## config.mk

```make
export PLATFORM = sky130hd
export DESIGN_NAME = i2c_master_transfer_engine_top_flat
export DESIGN_NICKNAME = d
export VERILOG_FILES = /design/src/i2cm_pkg.sv /design/src/i2cm_if.sv /design/src/i2c_master_transfer_engine_top.sv /design/src/i2cm_engine.sv /design/src/flat_wrapper.sv
export SDC_FILE = /design/constraint.sdc
export NUM_CORES = 1
export LEC_CHECK = 0
export ABC_AREA = 1
export BUFFER_PORTS_ARGS = -buffer_cell sky130_fd_sc_hd__buf_2
export CORE_MARGIN = 3
export CORE_UTILIZATION = 50
export CTS_CLUSTER_DIAMETER = 200
export DETAILED_ROUTE_END_ITERATION = 8
export PLACE_DENSITY = 0.7
export SETUP_SLACK_MARGIN = 0.3
export SLEW_MARGIN = 40
export SYNTH_ARGS = -nofsm -noshare
export SYNTH_HDL_FRONTEND = slang
export SYNTH_HIERARCHICAL = 1
export SYNTH_SLANG_ARGS = --single-unit
```

## constraint.sdc

```tcl
create_clock -name clk_i -period 7.8 [get_ports clk_i]
set_input_delay 0 -clock clk_i [delete_from_list [all_inputs] [get_ports clk_i]]
set_output_delay 0 -clock clk_i [all_outputs]
set_load 0.02 [all_outputs]
```

## src/i2cm_pkg.sv

```systemverilog
// ----------------------------------------------------------------------------
// i2cm_pkg
// Shared constants and types of the I2C master transfer engine.
// ----------------------------------------------------------------------------
package i2cm_pkg;

  localparam logic [7:0] HalfPeriodRst = 8'd20;

  localparam logic [1:0] OpTick  = 2'd0;
  localparam logic [1:0] OpWrite = 2'd1;
  localparam logic [1:0] OpRead  = 2'd2;

  localparam logic [1:0] StatusOk       = 2'd0;
  localparam logic [1:0] StatusAddrNack = 2'd1;
  localparam logic [1:0] StatusDataNack = 2'd2;

  typedef struct packed {
    logic       scl_low;
    logic       sda_low;
    logic       busy_res;
    logic       byte_taken;
    logic [7:0] read_data;
    logic       read_valid;
    logic       done_res;
    logic [1:0] status;
  } i2cm_res_t;

endpackage

```

## src/i2cm_if.sv

```systemverilog
// ----------------------------------------------------------------------------
// i2cm_req_if / i2cm_rsp_if
// Valid/ready channels for tick beats in and result beats out.
// ----------------------------------------------------------------------------
interface i2cm_req_if;
  logic       valid;
  logic       ready;
  logic [1:0] opcode;
  logic [6:0] dev_address;
  logic [7:0] byte_count;
  logic [7:0] write_data;
  logic       scl_line;
  logic       sda_line;

  modport source (
    output valid, opcode, dev_address, byte_count, write_data, scl_line, sda_line,
    input  ready
  );
  modport sink (
    input  valid, opcode, dev_address, byte_count, write_data, scl_line, sda_line,
    output ready
  );
endinterface

interface i2cm_rsp_if;
  logic       valid;
  logic       ready;
  logic       scl_low;
  logic       sda_low;
  logic       busy_res;
  logic       byte_taken;
  logic [7:0] read_data;
  logic       read_valid;
  logic       done_res;
  logic [1:0] status;

  modport source (
    output valid, scl_low, sda_low, busy_res, byte_taken, read_data, read_valid,
           done_res, status,
    input  ready
  );
  modport sink (
    input  valid, scl_low, sda_low, busy_res, byte_taken, read_data, read_valid,
           done_res, status,
    output ready
  );
endinterface

```

## src/i2c_master_transfer_engine_top.sv

```systemverilog
// ----------------------------------------------------------------------------
// i2c_master_transfer_engine_top
// Tick-driven 7-bit I2C master with registered result channel.
//
// Each beat on req_i is one bus tick: it carries the command (plain tick,
// start write, start read), address, byte count, next write byte and the
// sampled SCL/SDA levels. Each accepted beat yields exactly one beat on
// rsp_o with the open-drain drive levels, busy, byte_taken, read byte,
// done and status for that tick.
// The response beat is registered: into out_q, or into the skid while rsp_o stalls.
// Throughput: one beat per cycle; a two-entry output stage (register plus
// skid) keeps req_i.ready high while rsp_o holds a beat, and drops it only
// once two beats wait. req_i.ready is registered, with no path from
// rsp_o.ready.
// cfg_we_i/cfg_wdata_i write half_period (ticks per SCL phase, 0 acts as 1);
// write it only while no transfer is running.
// Reset: sequencer idle, output stage empty, half_period back to 20.
// ----------------------------------------------------------------------------
module i2c_master_transfer_engine_top (
  input  logic       clk_i,
  input  logic       rst_ni,
  input  logic       cfg_we_i,
  input  logic [7:0] cfg_wdata_i,
  i2cm_req_if.sink   req_i,
  i2cm_rsp_if.source rsp_o
);
  import i2cm_pkg::*;

  logic [7:0] half_period_q;
  logic       req_fire;
  i2cm_res_t  res;
  i2cm_res_t  out_q, skid_q;
  logic       out_valid_q, skid_valid_q;

  assign req_i.ready = !skid_valid_q;
  assign req_fire    = req_i.valid && !skid_valid_q;

  always_ff @(posedge clk_i or negedge rst_ni) begin
    if (!rst_ni) begin
      half_period_q <= HalfPeriodRst;
    end else if (cfg_we_i) begin
      half_period_q <= cfg_wdata_i;
    end
  end

  i2cm_engine u_engine (
    .clk_i         (clk_i),
    .rst_ni        (rst_ni),
    .adv_i         (req_fire),
    .half_period_i (half_period_q),
    .opcode_i      (req_i.opcode),
    .dev_address_i (req_i.dev_address),
    .byte_count_i  (req_i.byte_count),
    .write_data_i  (req_i.write_data),
    .scl_line_i    (req_i.scl_line),
    .sda_line_i    (req_i.sda_line),
    .res_o         (res)
  );

  always_ff @(posedge clk_i or negedge rst_ni) begin
    if (!rst_ni) begin
      out_valid_q  <= 1'b0;
      skid_valid_q <= 1'b0;
    end else if (!out_valid_q || rsp_o.ready) begin
      if (skid_valid_q) begin
        out_valid_q  <= 1'b1;
        skid_valid_q <= 1'b0;
      end else begin
        out_valid_q <= req_fire;
      end
    end else if (req_fire) begin
      skid_valid_q <= 1'b1;
    end
  end

  always_ff @(posedge clk_i) begin
    if (!out_valid_q || rsp_o.ready) begin
      if (skid_valid_q) begin
        out_q <= skid_q;
      end else if (req_fire) begin
        out_q <= res;
      end
    end else if (req_fire) begin
      skid_q <= res;
    end
  end

  assign rsp_o.valid      = out_valid_q;
  assign rsp_o.scl_low    = out_q.scl_low;
  assign rsp_o.sda_low    = out_q.sda_low;
  assign rsp_o.busy_res   = out_q.busy_res;
  assign rsp_o.byte_taken = out_q.byte_taken;
  assign rsp_o.read_data  = out_q.read_data;
  assign rsp_o.read_valid = out_q.read_valid;
  assign rsp_o.done_res   = out_q.done_res;
  assign rsp_o.status     = out_q.status;

endmodule

```

## src/i2cm_engine.sv

```systemverilog
// ----------------------------------------------------------------------------
// i2cm_engine
// Bus sequencer: advances one tick per accepted beat, yields line drive
// and transfer status for that tick.
// ----------------------------------------------------------------------------
module i2cm_engine (
  input  logic                clk_i,
  input  logic                rst_ni,
  input  logic                adv_i,
  input  logic [7:0]          half_period_i,
  input  logic [1:0]          opcode_i,
  input  logic [6:0]          dev_address_i,
  input  logic [7:0]          byte_count_i,
  input  logic [7:0]          write_data_i,
  input  logic                scl_line_i,
  input  logic                sda_line_i,
  output i2cm_pkg::i2cm_res_t res_o
);
  import i2cm_pkg::*;

  typedef enum logic [4:0] {
    P_IDLE   = 5'd0,
    P_STA_A  = 5'd1,
    P_STA_B  = 5'd2,
    P_ATX_L  = 5'd3,
    P_ATX_H  = 5'd4,
    P_AACK_L = 5'd5,
    P_AACK_H = 5'd6,
    P_DTX_L  = 5'd7,
    P_DTX_H  = 5'd8,
    P_DACK_L = 5'd9,
    P_DACK_H = 5'd10,
    P_RX_L   = 5'd11,
    P_RX_H   = 5'd12,
    P_RACK_L = 5'd13,
    P_RACK_H = 5'd14,
    P_STO_A  = 5'd15,
    P_STO_B  = 5'd16,
    P_STO_C  = 5'd17
  } phase_e;

  phase_e     phase_q, phase_d;
  logic [2:0] bit_index_q, bit_index_d;
  logic [7:0] bytes_left_q, bytes_left_d;
  logic [7:0] shift_byte_q, shift_byte_d;
  logic [7:0] phase_timer_q, phase_timer_d;
  logic       reading_q, reading_d;
  logic [1:0] result_code_q, result_code_d;

  logic [7:0] hp_eff;
  logic [7:0] timer_inc;
  logic       released;
  logic       stalled;
  logic       over;
  i2cm_res_t  res;

  always_comb begin
    hp_eff    = (half_period_i == 8'd0) ? 8'd1 : half_period_i;
    timer_inc = phase_timer_q + 8'd1;
    released  = phase_q inside {P_STA_A, P_STA_B, P_ATX_H, P_DTX_H, P_AACK_H, P_DACK_H,
                                P_RX_H, P_RACK_H, P_STO_B};
    stalled   = released && !scl_line_i;
    over      = !stalled && (timer_inc >= hp_eff);

    phase_d       = phase_q;
    bit_index_d   = bit_index_q;
    bytes_left_d  = bytes_left_q;
    shift_byte_d  = shift_byte_q;
    reading_d     = reading_q;
    result_code_d = result_code_q;
    phase_timer_d = (phase_q == P_IDLE || stalled) ? phase_timer_q : timer_inc;
    res           = '0;

    case (phase_q)
      P_IDLE: begin
        if (opcode_i == OpWrite || opcode_i == OpRead) begin
          reading_d     = (opcode_i == OpRead);
          bytes_left_d  = byte_count_i;
          shift_byte_d  = {dev_address_i, reading_d};
          bit_index_d   = 3'd0;
          result_code_d = StatusOk;
          phase_d       = P_STA_A;
        end
      end
      P_STA_A:  if (over) phase_d = P_STA_B;
      P_STA_B:  if (over) phase_d = P_ATX_L;
      P_ATX_L:  if (over) phase_d = P_ATX_H;
      P_DTX_L:  if (over) phase_d = P_DTX_H;
      P_AACK_L: if (over) phase_d = P_AACK_H;
      P_DACK_L: if (over) phase_d = P_DACK_H;
      P_RX_L:   if (over) phase_d = P_RX_H;
      P_RACK_L: if (over) phase_d = P_RACK_H;
      P_STO_A:  if (over) phase_d = P_STO_B;
      P_STO_B:  if (over) phase_d = P_STO_C;
      P_ATX_H, P_DTX_H: begin
        if (over) begin
          shift_byte_d = {shift_byte_q[6:0], 1'b0};
          if (bit_index_q == 3'd7) begin
            bit_index_d = 3'd0;
            phase_d     = (phase_q == P_ATX_H) ? P_AACK_L : P_DACK_L;
          end else begin
            bit_index_d = bit_index_q + 3'd1;
            phase_d     = (phase_q == P_ATX_H) ? P_ATX_L : P_DTX_L;
          end
        end
      end
      P_AACK_H, P_DACK_H: begin
        if (over) begin
          if (sda_line_i) begin
            result_code_d = (phase_q == P_AACK_H) ? StatusAddrNack : StatusDataNack;
            phase_d       = P_STO_A;
          end else if (bytes_left_q == 8'd0) begin
            phase_d = P_STO_A;
          end else if (phase_q == P_AACK_H && reading_q) begin
            bit_index_d = 3'd0;
            phase_d     = P_RX_L;
          end else begin
            shift_byte_d   = write_data_i;
            res.byte_taken = 1'b1;
            bytes_left_d   = bytes_left_q - 8'd1;
            bit_index_d    = 3'd0;
            phase_d        = P_DTX_L;
          end
        end
      end
      P_RX_H: begin
        if (over) begin
          shift_byte_d = {shift_byte_q[6:0], sda_line_i};
          if (bit_index_q == 3'd7) begin
            res.read_data  = shift_byte_d;
            res.read_valid = 1'b1;
            bytes_left_d   = bytes_left_q - 8'd1;
            bit_index_d    = 3'd0;
            phase_d        = P_RACK_L;
          end else begin
            bit_index_d = bit_index_q + 3'd1;
            phase_d     = P_RX_L;
          end
        end
      end
      P_RACK_H: if (over) phase_d = (bytes_left_q == 8'd0) ? P_STO_A : P_RX_L;
      P_STO_C: begin
        if (over) begin
          res.done_res = 1'b1;
          res.status   = result_code_q;
          phase_d      = P_IDLE;
        end
      end
      default: phase_d = P_IDLE;
    endcase

    if (phase_d != phase_q) phase_timer_d = 8'd0;

    case (phase_d)
      P_STA_B: begin
        res.scl_low = 1'b0;
        res.sda_low = 1'b1;
      end
      P_ATX_L, P_DTX_L: begin
        res.scl_low = 1'b1;
        res.sda_low = !shift_byte_d[7];
      end
      P_ATX_H, P_DTX_H: begin
        res.scl_low = 1'b0;
        res.sda_low = !shift_byte_d[7];
      end
      P_AACK_L, P_DACK_L, P_RX_L: begin
        res.scl_low = 1'b1;
        res.sda_low = 1'b0;
      end
      P_RACK_L, P_STO_A: begin
        res.scl_low = 1'b1;
        res.sda_low = 1'b1;
      end
      P_RACK_H, P_STO_B: begin
        res.scl_low = 1'b0;
        res.sda_low = 1'b1;
      end
      default: begin
        res.scl_low = 1'b0;
        res.sda_low = 1'b0;
      end
    endcase

    res.busy_res = (phase_d != P_IDLE);
  end

  assign res_o = res;

  always_ff @(posedge clk_i or negedge rst_ni) begin
    if (!rst_ni) begin
      phase_q       <= P_IDLE;
      bit_index_q   <= 3'd0;
      bytes_left_q  <= 8'd0;
      shift_byte_q  <= 8'd0;
      phase_timer_q <= 8'd0;
      reading_q     <= 1'b0;
      result_code_q <= StatusOk;
    end else if (adv_i) begin
      phase_q       <= phase_d;
      bit_index_q   <= bit_index_d;
      bytes_left_q  <= bytes_left_d;
      shift_byte_q  <= shift_byte_d;
      phase_timer_q <= phase_timer_d;
      reading_q     <= reading_d;
      result_code_q <= result_code_d;
    end
  end

  a_done_to_idle: assert property (@(posedge clk_i) disable iff (!rst_ni)
    adv_i && res.done_res |=> phase_q == P_IDLE)
    else $error("done without return to idle");

  a_rvalid_in_read: assert property (@(posedge clk_i) disable iff (!rst_ni)
    adv_i && res.read_valid |-> reading_q)
    else $error("read byte outside a read transfer");

  a_taken_in_write: assert property (@(posedge clk_i) disable iff (!rst_ni)
    adv_i && res.byte_taken |-> !reading_q && (phase_q == P_AACK_H || phase_q == P_DACK_H))
    else $error("write byte taken outside a write ack");

endmodule
```

## src/flat_wrapper.sv

```systemverilog
// flat-port wrapper written by rule: the top's interface ports become plain ports
module i2c_master_transfer_engine_top_flat import i2cm_pkg::*;
  (clk_i, rst_ni, cfg_we_i, cfg_wdata_i, req_i_valid, req_i_opcode, req_i_dev_address, req_i_byte_count, req_i_write_data, req_i_scl_line, req_i_sda_line, req_i_ready, rsp_o_valid, rsp_o_scl_low, rsp_o_sda_low, rsp_o_busy_res, rsp_o_byte_taken, rsp_o_read_data, rsp_o_read_valid, rsp_o_done_res, rsp_o_status, rsp_o_ready);
  i2cm_req_if req_i_i ();
  i2cm_rsp_if rsp_o_i ();
  input  logic clk_i;
  input  logic rst_ni;
  input  logic cfg_we_i;
  input  logic [7:0] cfg_wdata_i;
  input wire logic [$bits(req_i_i.valid)-1:0] req_i_valid;
  input wire logic [$bits(req_i_i.opcode)-1:0] req_i_opcode;
  input wire logic [$bits(req_i_i.dev_address)-1:0] req_i_dev_address;
  input wire logic [$bits(req_i_i.byte_count)-1:0] req_i_byte_count;
  input wire logic [$bits(req_i_i.write_data)-1:0] req_i_write_data;
  input wire logic [$bits(req_i_i.scl_line)-1:0] req_i_scl_line;
  input wire logic [$bits(req_i_i.sda_line)-1:0] req_i_sda_line;
  output wire logic [$bits(req_i_i.ready)-1:0] req_i_ready;
  output wire logic [$bits(rsp_o_i.valid)-1:0] rsp_o_valid;
  output wire logic [$bits(rsp_o_i.scl_low)-1:0] rsp_o_scl_low;
  output wire logic [$bits(rsp_o_i.sda_low)-1:0] rsp_o_sda_low;
  output wire logic [$bits(rsp_o_i.busy_res)-1:0] rsp_o_busy_res;
  output wire logic [$bits(rsp_o_i.byte_taken)-1:0] rsp_o_byte_taken;
  output wire logic [$bits(rsp_o_i.read_data)-1:0] rsp_o_read_data;
  output wire logic [$bits(rsp_o_i.read_valid)-1:0] rsp_o_read_valid;
  output wire logic [$bits(rsp_o_i.done_res)-1:0] rsp_o_done_res;
  output wire logic [$bits(rsp_o_i.status)-1:0] rsp_o_status;
  input wire logic [$bits(rsp_o_i.ready)-1:0] rsp_o_ready;
  assign req_i_i.valid = req_i_valid;
  assign req_i_i.opcode = req_i_opcode;
  assign req_i_i.dev_address = req_i_dev_address;
  assign req_i_i.byte_count = req_i_byte_count;
  assign req_i_i.write_data = req_i_write_data;
  assign req_i_i.scl_line = req_i_scl_line;
  assign req_i_i.sda_line = req_i_sda_line;
  assign req_i_ready = req_i_i.ready;
  assign rsp_o_valid = rsp_o_i.valid;
  assign rsp_o_scl_low = rsp_o_i.scl_low;
  assign rsp_o_sda_low = rsp_o_i.sda_low;
  assign rsp_o_busy_res = rsp_o_i.busy_res;
  assign rsp_o_byte_taken = rsp_o_i.byte_taken;
  assign rsp_o_read_data = rsp_o_i.read_data;
  assign rsp_o_read_valid = rsp_o_i.read_valid;
  assign rsp_o_done_res = rsp_o_i.done_res;
  assign rsp_o_status = rsp_o_i.status;
  assign rsp_o_i.ready = rsp_o_ready;
  i2c_master_transfer_engine_top u_core (.clk_i(clk_i), .rst_ni(rst_ni), .cfg_we_i(cfg_we_i), .cfg_wdata_i(cfg_wdata_i), .req_i(req_i_i), .rsp_o(rsp_o_i));
endmodule
```

==> load_flow_metrics.sql, run 1 <==
INSERT INTO impl_metrics (metric_group, metric, value, unit) VALUES
('route', 'initialDrtViolationCount', '292', ''),
('timing', 'fin_ws', '4.11', 'ns'),
('place', 'dp.final_hpwl', '8.06', 'mm'),
('floorplanning', 'floorplan.die.height', '103', 'um'),
('critical_path', 'critical_path_arrival', '3.92', 'ns'),
('floorplanning', 'starting_density', '52.5', '%'),
('floorplanning', 'floorplan.die.width', '103', 'um'),
('route', 'route.final.wire_length', '10.8', 'mm'),
('power', 'power_per_cell_area', '251', 'mW/mm2'),
('clocking', 'clock_sink_count', '77', ''),
('timing', 'holdWs', '0.00822', 'ns'),
('clocking', 'cts_root_buffer', 'sky130_fd_sc_hd__clkbuf_8', ''),
('place', 'setup_slack_at_placement', '4.51', 'ns'),
('timing', 'fin_crit_sh', '47.4', '%'),
('yosys', 'syn_inst', '606', ''),
('floorplanning', 'core.rowCount', '34', ''),
('floorplanning', 'fp.dieArea', '0.0106', 'mm2'),
('yosys', 'synth_ff_type', 'sky130_fd_sc_hd__dfrtp_1', ''),
('cells_and_area', 'share_of_cells_above_drive_strength_1', '17.3', '%'),
('yosys', 'async_flop_share', '58.4', '%'),
('route', 'drc', '0', ''),
('min_path', 'timing.hold.worst_path_depth', '3', ''),
('route', 'route.vias.total', '4258', ''),
('floorplanning', 'floorplan.io_pins', '58', ''),
('clocking', 'htreeDepth', '3', ''),
('critical_path', 'crit_path_max_fanout', '15', ''),
('timing', 'final-hold-violation-count', '0', ''),
('place', 'dpl-instance-area', '0.00505', 'mm2'),
('clocking', 'buffers_inserted_during_post_cts_setup_optimization', '0', ''),
('route', 'post_drt_wl_per_cell', '13.2', 'um'),
('timing', 'rsz_0062_raised_after_global_routing', 'no', ''),
('route', 'routed_via_density', '5.22', ''),
('critical_path', 'critical_path.startpoint_type', 'register', ''),
('yosys', 'synth_cell_types', '47', ''),
('yosys', 'postSynthNetCount', '662', ''),
('global_route', 'track_usage', '22.3', '%'),
('place', 'finalWeightedCongestion', '0.891', ''),
('yosys', 'synth.yosys.warnings', '6', ''),
('place', 'quantity_of_i_o_buffers_inserted_on_ports', '57', ''),
('yosys', 'seq_area_frac_synth', '44.5', '%'),
('global_route', 'overflow', '0', ''),
('power', 'ir_drop', '0.121', 'mV'),
('yosys', 'synth_enable_flop_cells', '32', ''),
('clocking', 'clock_tree.buffer_depth', '2', ''),
('cells_and_area', 'design.final.nets', '758', ''),
('cells_and_area', 'cell_area_after_layout', '0.00558', 'mm2'),
('power', 'total_leakage_power', '0.00282', 'uW'),
('clocking', 'clock_pin_slew_reported_for_the_worst_setup_and_hold_paths_after_clock_tree_synthesis', '0.09', 'ns'),
('clocking', 'cts_tree', 'done', ''),
('route', 'antenna_violating_nets_post_route', '0', ''),
('critical_path', 'reg2reg_from', 'u_core/u_engine/phase_timer_q[0]', ''),
('critical_path', 'end_kind', 'register', ''),
('timing', 'timing.clock.skew', '0.0167', 'ns'),
('timing', 'max_clock_freq', '271', 'MHz'),
('timing', 'final-setup-viol-count', '0', ''),
('min_path', 'worst_hold_path_type', 'in2reg', ''),
('global_route', 'number_of_global_route_vias_before_repair', '4183', ''),
('cells_and_area', 'n_antenna_cell', '0', ''),
('global_route', 'wire_length_of_the_first_global_routing_pass', '18.7', 'mm'),
('timing', 'worst_slew_pin_tran', '0.698', 'ns'),
('yosys', 'synth_area', '0.00469', 'mm2'),
('clocking', 'clock_latency_on_the_worst_skew_pair', '0.36', 'ns'),
('yosys', 'number_of_flip_flops_and_latches_in_the_synthesized_netlist', '77', ''),
('timing', 'worst_slew_margin_rel', '53.1', '%'),
('critical_path', 'cp_data_required_time', '8.02', 'ns'),
('route', 'tritonroute_pass_1_iters', '5', ''),
('cells_and_area', 'post_layout_nonfiller_instances', '815', ''),
('cells_and_area', 'area.growth.synth_to_final', '18.9', '%'),
('global_route', 'grt_antenna_before_repair', '0', ''),
('run_status', 'status', 'complete, no violations', ''),
('min_path', 'worstHoldStart', 'cfg_we_i', ''),
('place', 'dp.cells', '764', ''),
('timing', 'tns', '0', 'ns'),
('timing', 'max_transition_viols_final', '0', ''),
('critical_path', 'worst_r2r_path_depth', '17', ''),
('yosys', 'avgSynthCellArea', '7.74', 'um2'),
('global_route', 'pin_count_of_the_biggest_net_entering_global_routing', '46', ''),
('clocking', 'clock_buffer_count_from_cts', '9', ''),
('flow_run', 'maximum_capacitance_violations', '0', ''),
('critical_path', 'critPathKind', 'reg2reg', ''),
('floorplanning', 'core_area', '0.00893', 'mm2'),
('timing', 'post-route-min-period', '3.69', 'ns'),
('critical_path', 'critPathLaunch', 'u_core/u_engine/phase_timer_q[0]', '');
## path summary, 6_finish.rpt
path / slack (ns) / endpoint
max in group asynchronous: 7.21 / u_core/skid_valid_q
min in group asynchronous: 0.18 / u_core/u_engine/bytes_left_q[2]
min reg2reg: 0.48 / u_core/u_engine/phase_timer_q[7]
min: 0.008 / u_core/half_period_q[5]
max: 4.11 / u_core/u_engine/shift_byte_q[3]
max reg2reg: 4.11 / u_core/u_engine/shift_byte_q[3]
## critical path, cell delays in order, from the launching register on
cell and delay [ns]:
sky130_fd_sc_hd__dfrtp_1 0.42, sky130_fd_sc_hd__nand3_1 0.13, sky130_fd_sc_hd__nand3b_1 0.19, sky130_fd_sc_hd__nand3b_1 0.18, sky130_fd_sc_hd__xor2_1 0.19, sky130_fd_sc_hd__ha_1 0.28, sky130_fd_sc_hd__a21oi_1 0.15, sky130_fd_sc_hd__o21a_1 0.13
sky130_fd_sc_hd__nand3_1 0.21, sky130_fd_sc_hd__nand2_4 0.26, sky130_fd_sc_hd__clkinv_2 0.15, sky130_fd_sc_hd__nand3_1 0.10, sky130_fd_sc_hd__clkinv_1 0.25, sky130_fd_sc_hd__nand2_1 0.15, sky130_fd_sc_hd__nand3_1 0.08, sky130_fd_sc_hd__dlygate4sd3_1 0.57
sky130_fd_sc_hd__nand2_1 0.07, sky130_fd_sc_hd__o21ai_1 0.06
## timing repair
action | in CTS | in global routing
hold buffers | 35 | 0
endpoints found under the setup margin | 0 | 0
resized for setup | 0 | 0
endpoints found under the hold margin | 63 | 0
## cells in the mapped netlist (9+ instances only)
cell | number | share of area (%)
sky130_fd_sc_hd__o21ai_0 | 27 | 2.9
sky130_fd_sc_hd__edfxtp_1 | 32 | 20
sky130_fd_sc_hd__ha_1 | 16 | 4.3
sky130_fd_sc_hd__dfrtp_1 | 43 | 23
sky130_fd_sc_hd__nand2_1 | 200 | 16
sky130_fd_sc_hd__inv_1 | 71 | 5.7
sky130_fd_sc_hd__nor2_1 | 66 | 5.3
sky130_fd_sc_hd__nand3_1 | 40 | 4.3
sky130_fd_sc_hd__o21ai_1 | 11 | 1.2
sky130_fd_sc_hd__inv_2 | 9 | 0.72
sky130_fd_sc_hd__nand2_2 | 12 | 1.6
sky130_fd_sc_hd__a21oi_1 | 9 | 0.96
## layout make-up
class                      instances  area, um2
clock buffer                       9        124
multi-input combinational        436       2200
timing repair buffer              94        653
clock inverter                     7       55.1
inverter                          84        324
fill                             789       3350
tap                              108        135
sequential                        77       2090
## cell families (layout without fill, tap and decap cells)
| kind of cell | count (synthesis) | count (layout) | share of synthesized area (%) |
|---|---|---|---|
| DFF | 77 | 77 | 44.5 |
| buffers and inverters | 93 | 194 | 8.59 |
| xor gates and xnor gates | 9 | 9 | 1.68 |
| and+or+nand+nor | 344 | 344 | 32.1 |
| adders and majority gates | 16 | 16 | 4.27 |
| AOI/OAI and AO/OA | 67 | 67 | 8.86 |
## placed cells by master, fill, tap and decap left out, types with 6 or more instances in the layout
master,instances
sky130_fd_sc_hd__nand4_1,8
sky130_fd_sc_hd__inv_1,71
sky130_fd_sc_hd__clkbuf_8,9
sky130_fd_sc_hd__nor2_1,66
sky130_fd_sc_hd__dlygate4sd3_1,35
sky130_fd_sc_hd__o21ai_0,27
sky130_fd_sc_hd__inv_2,9
sky130_fd_sc_hd__a21oi_2,6
sky130_fd_sc_hd__ha_1,16
sky130_fd_sc_hd__dfrtp_1,43
sky130_fd_sc_hd__nand2_1,200
sky130_fd_sc_hd__edfxtp_1,32
sky130_fd_sc_hd__o21ai_1,11
sky130_fd_sc_hd__xor2_1,8
sky130_fd_sc_hd__buf_2,56
sky130_fd_sc_hd__nand2_2,12
sky130_fd_sc_hd__nand3_1,40
sky130_fd_sc_hd__a21oi_1,9
## state kept, by name, summed over array words and instances (netlist names)
register / cells
u_core/rsp_o.read_data: 8
u_core/skid_valid_q: 1
u_core/u_engine/phase_timer_q: 8
u_core/rsp_o.scl_low: 1
u_core/half_period_q: 8
u_core/rsp_o.status: 2
u_core/rsp_o.done_res: 1
u_core/rsp_o.busy_res: 1
u_core/rsp_o.sda_low: 1
u_core/u_engine/bytes_left_q: 8
u_core/rsp_o.valid: 1
u_core/rsp_o.byte_taken: 1
u_core/u_engine/result_code_q: 2
u_core/u_engine/phase_q: 5
u_core/u_engine/shift_byte_q: 8
u_core/u_engine/bit_index_q: 3
u_core/skid_q: 16
u_core/rsp_o.read_valid: 1
u_core/u_engine/reading_q: 1
## where the power goes
part           internal, uW  switching, uW  leakage, uW
Clock                   120            162    0.0000923
Combinational           195            376      0.00184
Sequential              498           47.9     0.000885
## layer usage
metal	part of all wire (%)	vias up	routed length, um	global-route usage (%)
met1	41	1941	4460	27.4
li1	-	2140	-	-
met3	6.7	25	725	4.74
met2	49	152	5320	38.7
met5	0	-	0	0
met4	2.5	0	274	7.97
## through the flow
step	total power [uW]	utilization, %
after floorplan	971	-
after detailed placement	1100	56.5
after CTS	1400	62.5
after global routing	1510	62.5
after global placement	1090	56.5
final	1400	62.5
(Power assumes the default switching activity.)
==> run 2: changes to the inputs <==
clock period = 3.8 ns   (was 7.8 ns; I/O delays follow)
==> load_flow_metrics.sql, run 2 (synthesized netlist as in run 1, its figures left out) <==
INSERT INTO impl_metrics (metric_group, metric, value, unit) VALUES
('run_status', 'status', 'complete, no violations', ''),
('route', 'post_drt_wl_per_cell', '13.8', 'um'),
('floorplanning', 'core.rowCount', '34', ''),
('clocking', 'clock_latency_on_the_worst_skew_pair', '0.36', 'ns'),
('timing', 'final-setup-viol-count', '0', ''),
('min_path', 'worst_hold_path_type', 'in2reg', ''),
('timing', 'post-route-min-period', '3.20', 'ns'),
('cells_and_area', 'commonest_non_fill_non_tap_cell_in_the_layout', 'sky130_fd_sc_hd__nand2_1', ''),
('power', 'power_per_cell_area', '520', 'mW/mm2'),
('power', 'total_leakage_power', '0.00287', 'uW'),
('clocking', 'cts_root_buffer', 'sky130_fd_sc_hd__clkbuf_8', ''),
('timing', 'fin_ws', '0.599', 'ns'),
('critical_path', 'crit_path_max_fanout', '15', ''),
('floorplanning', 'floorplan.die.width', '103', 'um'),
('route', 'initialDrtViolationCount', '350', ''),
('power', 'ir_drop', '0.273', 'mV'),
('timing', 'timing.clock.skew', '0.0146', 'ns'),
('route', 'drc', '0', ''),
('min_path', 'worstHoldStart', 'cfg_we_i', ''),
('floorplanning', 'fp.dieArea', '0.0106', 'mm2'),
('timing', 'rsz_0062_raised_after_global_routing', 'no', ''),
('global_route', 'grt_antenna_before_repair', '0', ''),
('clocking', 'clock_sink_count', '77', ''),
('critical_path', 'worst_setup_endpoint', 'u_core/u_engine/phase_timer_q[1]', ''),
('clocking', 'cts_tree', 'done', ''),
('critical_path', 'critical_path.startpoint_type', 'register', ''),
('cells_and_area', 'area.growth.synth_to_final', '22.2', '%'),
('timing', 'max_transition_viols_final', '0', ''),
('critical_path', 'rr_endpoint', 'u_core/u_engine/phase_timer_q[1]', ''),
('critical_path', 'critPathKind', 'reg2reg', ''),
('flow_run', 'maximum_capacitance_violations', '0', ''),
('place', 'setup_slack_at_placement', '0.486', 'ns'),
('cells_and_area', 'largest_register_ff_count', '16', ''),
('cells_and_area', 'design.final.nets', '767', ''),
('clocking', 'htreeDepth', '3', ''),
('timing', 'fin_crit_sh', '84.2', '%'),
('cells_and_area', 'n_antenna_cell', '0', ''),
('timing', 'final-hold-violation-count', '0', ''),
('global_route', 'track_usage', '22.9', '%'),
('critical_path', 'reg2reg_from', 'u_core/u_engine/phase_timer_q[0]', ''),
('clocking', 'clock_buffer_count_from_cts', '9', ''),
('place', 'dp.final_hpwl', '8.07', 'mm'),
('critical_path', 'end_kind', 'register', ''),
('route', 'tritonroute_pass_1_iters', '5', ''),
('route', 'routed_via_density', '5.19', ''),
('floorplanning', 'floorplan.io_pins', '58', ''),
('critical_path', 'cp_data_required_time', '4.10', 'ns'),
('timing', 'max_clock_freq', '312', 'MHz'),
('critical_path', 'critical_path_arrival', '3.50', 'ns'),
('timing', 'tns', '0', 'ns'),
('route', 'route.final.wire_length', '11.4', 'mm'),
('clocking', 'clock_tree.buffer_depth', '2', ''),
('route', 'route.vias.total', '4275', ''),
('cells_and_area', 'share_of_cells_above_drive_strength_1', '19.0', '%'),
('floorplanning', 'starting_density', '52.5', '%'),
('place', 'finalWeightedCongestion', '0.891', ''),
('floorplanning', 'core_area', '0.00893', 'mm2'),
('route', 'antenna_violating_nets_post_route', '0', ''),
('global_route', 'wire_length_of_the_first_global_routing_pass', '19.0', 'mm'),
('critical_path', 'r2r_slack', '0.60', 'ns'),
('critical_path', 'worst_r2r_path_depth', '19', ''),
('global_route', 'pin_count_of_the_biggest_net_entering_global_routing', '46', ''),
('timing', 'worst_slew_pin_tran', '0.677', 'ns'),
('timing', 'worst_slew_margin_rel', '54.5', '%'),
('critical_path', 'critPathLaunch', 'u_core/u_engine/phase_timer_q[0]', ''),
('place', 'quantity_of_i_o_buffers_inserted_on_ports', '57', ''),
('global_route', 'number_of_global_route_vias_before_repair', '4231', ''),
('cells_and_area', 'final_cell_mix', 'sky130_fd_sc_hd__nand2_1, sky130_fd_sc_hd__inv_1, sky130_fd_sc_hd__nor2_1', ''),
('floorplanning', 'floorplan.die.height', '103', 'um'),
('cells_and_area', 'max_flop_register', 'u_core/skid_q', ''),
('global_route', 'overflow', '0', ''),
('clocking', 'clock_pin_slew_reported_for_the_worst_setup_and_hold_paths_after_clock_tree_synthesis', '0.09', 'ns');
-- run 2: metal layers --
| layer | GRT usage [%] | part of all wire, % | up-vias |
|---|---|---|---|
| met2 | 40.7 | 51 | 141 |
| met5 | 0 | 0 | - |
| met1 | 27.9 | 42 | 1966 |
| met4 | 8.37 | 1.6 | 0 |
| met3 | 3.72 | 5.5 | 19 |
| li1 | - | - | 2149 |
-- run 2: stage by stage --
step | utilization, % | cell area (um2) | cells | hold WS (ns) | total power, uW
final | 64.2 | 5730 | 824 | 0.0169 | 2980
after global routing | 64.2 | 5730 | 824 | 0.0274 | 3220
after CTS | 63.2 | 5650 | 820 | 0.000568 | 2950
after detailed placement | 56.7 | 5060 | 766 | 0.0462 | 2260
after global placement | 56.7 | 5060 | 766 | 0.214 | 2240
after floorplan | - | 4690 | 606 | -0.296 | 1990
-- run 2: timing repair --
item                                    CTS  global route
endpoints found under the hold margin    65             0
endpoints found under the setup margin    0            25
resized for setup                         0            13
setup buffers                             0             4
hold buffers                             38             0
-- run 2: critical path: stages (launching register included) --
cell and delay, ns:
sky130_fd_sc_hd__dfrtp_2 0.43, sky130_fd_sc_hd__nand3_2 0.10, sky130_fd_sc_hd__nand3b_1 0.19, sky130_fd_sc_hd__nand3b_1 0.19
sky130_fd_sc_hd__xor2_1 0.17, sky130_fd_sc_hd__ha_1 0.31, sky130_fd_sc_hd__nand2_1 0.09, sky130_fd_sc_hd__nor2_2 0.14
sky130_fd_sc_hd__nand4_1 0.16, sky130_fd_sc_hd__nand3_4 0.15, sky130_fd_sc_hd__nand2_8 0.12, sky130_fd_sc_hd__nand2_2 0.13
sky130_fd_sc_hd__nand3_2 0.11, sky130_fd_sc_hd__nand2_1 0.15, sky130_fd_sc_hd__nand2_1 0.09, sky130_fd_sc_hd__nand2_2 0.12
sky130_fd_sc_hd__nand3_2 0.17, sky130_fd_sc_hd__nor2_1 0.16, sky130_fd_sc_hd__nand3_1 0.09, sky130_fd_sc_hd__nand2_1 0.08
-- run 2: area by class of cell --
class / count / area [um2]
fill: 767 / 3200
timing repair buffer: 103 / 728
clock inverter: 7 / 80.1
tap: 108 / 135
multi-input combinational: 436 / 2250
clock buffer: 9 / 124
sequential: 77 / 2090
inverter: 84 / 328
-- run 2: how the worst min path moves through the flow --
stage,end,slack [ns],depth (start not counted)
2_1_floorplan,u_core/half_period_q[0],-0.30,0
3_3_place_gp,u_core/half_period_q[3],0.21,3
3_5_place_dp,u_core/u_engine/bytes_left_q[2],0.05,1
4_1_cts,u_core/half_period_q[1],0.0006,2
5_1_grt,u_core/u_engine/shift_byte_q[0],0.03,5
6_report,u_core/half_period_q[1],0.02,2
-- run 2: power breakdown --
| group | total, uW | switching [uW] | internal [uW] |
|---|---|---|---|
| clock network | 648 | 335 | 313 |
| logic | 1200 | 786 | 415 |
| registers | 1130 | 108 | 1020 |
==> run 3: changes to the inputs <==
clock period = 3.1 ns   (was 3.8 ns; I/O delays follow)
==> load_flow_metrics.sql, run 3 (synthesized netlist as in run 1, its figures left out) <==
INSERT INTO impl_metrics (metric_group, metric, value, unit) VALUES
('route', 'route.vias.total', '4497', ''),
('cells_and_area', 'share_of_cells_above_drive_strength_1', '29.2', '%'),
('floorplanning', 'starting_density', '52.5', '%'),
('critical_path', 'crit_path_max_fanout', '7', ''),
('critical_path', 'critPathKind', 'reg2reg', ''),
('cells_and_area', 'final_core_util', '70.6', '%'),
('clocking', 'clock_buffer_count_from_cts', '9', ''),
('clocking', 'clock_sink_count', '77', ''),
('clocking', 'cts_root_buffer', 'sky130_fd_sc_hd__clkbuf_8', ''),
('route', 'post_drt_wl_per_cell', '14.7', 'um'),
('critical_path', 'critical_path_arrival', '3.53', 'ns'),
('clocking', 'clock_pin_slew_reported_for_the_worst_setup_and_hold_paths_after_clock_tree_synthesis', '0.09', 'ns'),
('floorplanning', 'fp.dieArea', '0.0106', 'mm2'),
('run_status', 'status', 'complete, but fails checks', ''),
('min_path', 'timing.hold.worst_path_depth', '2', ''),
('route', 'drc', '0', ''),
('cells_and_area', 'design.final.nets', '788', ''),
('timing', 'worst_slew_margin_rel', '54.0', '%'),
('critical_path', 'crit_path_top_delay_cell', 'sky130_fd_sc_hd__dfrtp_1', ''),
('cells_and_area', 'multi_input_comb_area', '0.00264', 'mm2'),
('clocking', 'cts_tree', 'done', ''),
('route', 'route.final.wire_length', '12.5', 'mm'),
('timing', 'post-route-min-period', '3.24', 'ns'),
('global_route', 'wire_length_of_the_first_global_routing_pass', '19.5', 'mm'),
('route', 'antenna_violating_nets_post_route', '0', ''),
('place', 'quantity_of_i_o_buffers_inserted_on_ports', '57', ''),
('timing', 'final-hold-violation-count', '0', ''),
('timing', 'rsz_0062_raised_after_global_routing', 'yes', ''),
('global_route', 'pin_count_of_the_biggest_net_entering_global_routing', '46', ''),
('critical_path', 'reg2reg_from', 'u_core/u_engine/phase_timer_q[1]', ''),
('power', 'power_per_cell_area', '642', 'mW/mm2'),
('cells_and_area', 'max_flop_register', 'u_core/skid_q', ''),
('critical_path', 'slowest_delay', '0.40', 'ns'),
('critical_path', 'r2r_slack', '-0.14', 'ns'),
('global_route', 'track_usage', '23.6', '%'),
('timing', 'timing.clock.skew', '0.0115', 'ns'),
('cells_and_area', 'commonest_non_fill_non_tap_cell_in_the_layout', 'sky130_fd_sc_hd__nand2_1', ''),
('critical_path', 'cp_data_required_time', '3.38', 'ns'),
('timing', 'max_clock_freq', '308', 'MHz'),
('timing', 'max_transition_viols_final', '0', ''),
('cells_and_area', 'final_cell_mix', 'sky130_fd_sc_hd__nand2_1, sky130_fd_sc_hd__inv_1, sky130_fd_sc_hd__buf_2', ''),
('critical_path', 'rr_endpoint', 'u_core/u_engine/shift_byte_q[0]', ''),
('cells_and_area', 'n_antenna_cell', '0', ''),
('timing', 'holdWs', '0.0216', 'ns'),
('global_route', 'grt_antenna_before_repair', '0', ''),
('place', 'dp.final_hpwl', '8.09', 'mm'),
('route', 'initialDrtViolationCount', '334', ''),
('clocking', 'clock_tree.buffer_depth', '2', ''),
('floorplanning', 'core.rowCount', '34', ''),
('critical_path', 'worst_r2r_path_depth', '19', ''),
('clocking', 'htreeDepth', '3', ''),
('cells_and_area', 'cell_area_after_layout', '0.00630', 'mm2'),
('min_path', 'worst_hold_path_type', 'in2reg', ''),
('global_route', 'overflow', '0', ''),
('power', 'total_leakage_power', '0.00308', 'uW'),
('flow_run', 'maximum_capacitance_violations', '0', ''),
('route', 'tritonroute_pass_1_iters', '5', ''),
('global_route', 'number_of_global_route_vias_before_repair', '4177', ''),
('floorplanning', 'core_area', '0.00893', 'mm2'),
('cells_and_area', 'ff_latch_area', '0.00209', 'mm2'),
('critical_path', 'end_kind', 'register', ''),
('min_path', 'hold-path-endpoint', 'u_core/half_period_q[6]', ''),
('timing', 'fin_crit_sh', '105', '%'),
('place', 'finalWeightedCongestion', '1.00', ''),
('power', 'ir_drop', '0.333', 'mV'),
('min_path', 'worstHoldStart', 'cfg_we_i', ''),
('cells_and_area', 'area.growth.synth_to_final', '34.4', '%'),
('place', 'dp.cells', '771', ''),
('cells_and_area', 'fill_cells', '659', ''),
('place', 'setup_slack_at_placement', '-0.0865', 'ns'),
('timing', 'final-setup-viol-count', '25', ''),
('place', 'dpl-instance-area', '0.00513', 'mm2'),
('run_status', 'violated_checks', 'setup timing', ''),
('critical_path', 'path_cells', 'nand3_2 -> nand3b_1 -> nand3b_1 -> xor2_2 -> ha_4 -> nand2_2 -> nor2_2 -> nand4_1 -> nand3_4 -> nand2_4 -> buf_6 -> a21oi_4 -> o21ai_4 -> buf_12 -> nor4_4 -> buf_4 -> buf_12 -> nand2_1 -> o21ai_1', ''),
('floorplanning', 'floorplan.io_pins', '58', ''),
('clocking', 'clock_latency_on_the_worst_skew_pair', '0.36', 'ns'),
('cells_and_area', 'post_layout_nonfiller_instances', '845', ''),
('floorplanning', 'floorplan.die.width', '103', 'um'),
('timing', 'fin_ws', '-0.145', 'ns'),
('timing', 'worst_slew_pin_tran', '0.689', 'ns'),
('route', 'routed_via_density', '5.32', ''),
('critical_path', 'critical_path.startpoint_type', 'register', ''),
('floorplanning', 'floorplan.die.height', '103', 'um'),
('cells_and_area', 'largest_register_ff_count', '16', '');
-- run 3: final cells by class --
class                           instances  area share, %
Clock inverter                          7          0.913
Clock buffer                            9           1.96
Timing Repair Buffer                  121           14.7
Sequential cell                        77           33.1
Tap cell                              108           2.14
Inverter                               84           5.30
Multi-Input combinational cell        439           41.8
-- run 3: worst max-delay path by stage --
stage	start	cells after the start	slack [ns]	to
3_3_place_gp	u_core/u_engine/phase_timer_q[0]	17	0.06	u_core/u_engine/bytes_left_q[3]
5_1_grt	u_core/u_engine/phase_timer_q[1]	23	-0.26	u_core/rsp_o.sda_low
2_1_floorplan	u_core/u_engine/phase_timer_q[0]	23	0.22	u_core/rsp_o.sda_low
6_report	u_core/u_engine/phase_timer_q[1]	19	-0.14	u_core/u_engine/shift_byte_q[0]
3_5_place_dp	u_core/u_engine/phase_timer_q[0]	17	-0.09	u_core/u_engine/bytes_left_q[0]
4_1_cts	u_core/u_engine/phase_timer_q[0]	17	0.03	u_core/u_engine/bytes_left_q[3]
-- run 3: repair_timing --
item | CTS | global route
buffers inserted | 12 | 6
gates cloned | 3 | 1
hold endpoints to repair | 62 | 0
pin swaps | 21 | 31
hold buffers | 36 | 0
endpoints found under the setup margin | 51 | 64
gates resized for setup | 45 | 65
-- run 3: report_power, final --
group	total (uW)	internal [uW]	leakage, uW	switching [uW]
Sequential	1380	1250	0.000885	128
Combinational	1950	714	0.00211	1230
Clock	718	303	0.0000886	415
Total	4050	2270	0.00308	1780
-- run 3: metrics by stage --
stage	setup TNS, ns	total power, uW
6_report	-1.89	4050
5_1_grt	-5.30	4310
4_1_cts	0	3810
3_5_place_dp	-0.470	2810
3_3_place_gp	0	2770
2_1_floorplan	0	2450
-- run 3: critical path, delay by kind of cell, from the launching register on --
family / cells / cell delay [ns]
AOI/OAI and AO/OA: 3 / 0.41
xor gates and xnor gates: 1 / 0.20
adders and majority gates: 1 / 0.29
buffers and inverters: 4 / 0.57
DFF: 1 / 0.40
and+or+nand+nor: 10 / 1.30
-- run 3: per-layer routing --
| metal | share of wire, % | vias up | GRT usage (%) |
|---|---|---|---|
| li1 | - | 2209 | - |
| met1 | 45 | 2073 | 33.5 |
| met2 | 46 | 190 | 37.0 |
| met3 | 7.0 | 25 | 3.32 |
| met4 | 1.8 | 0 | 8.47 |
| met5 | 0 | - | 0 |
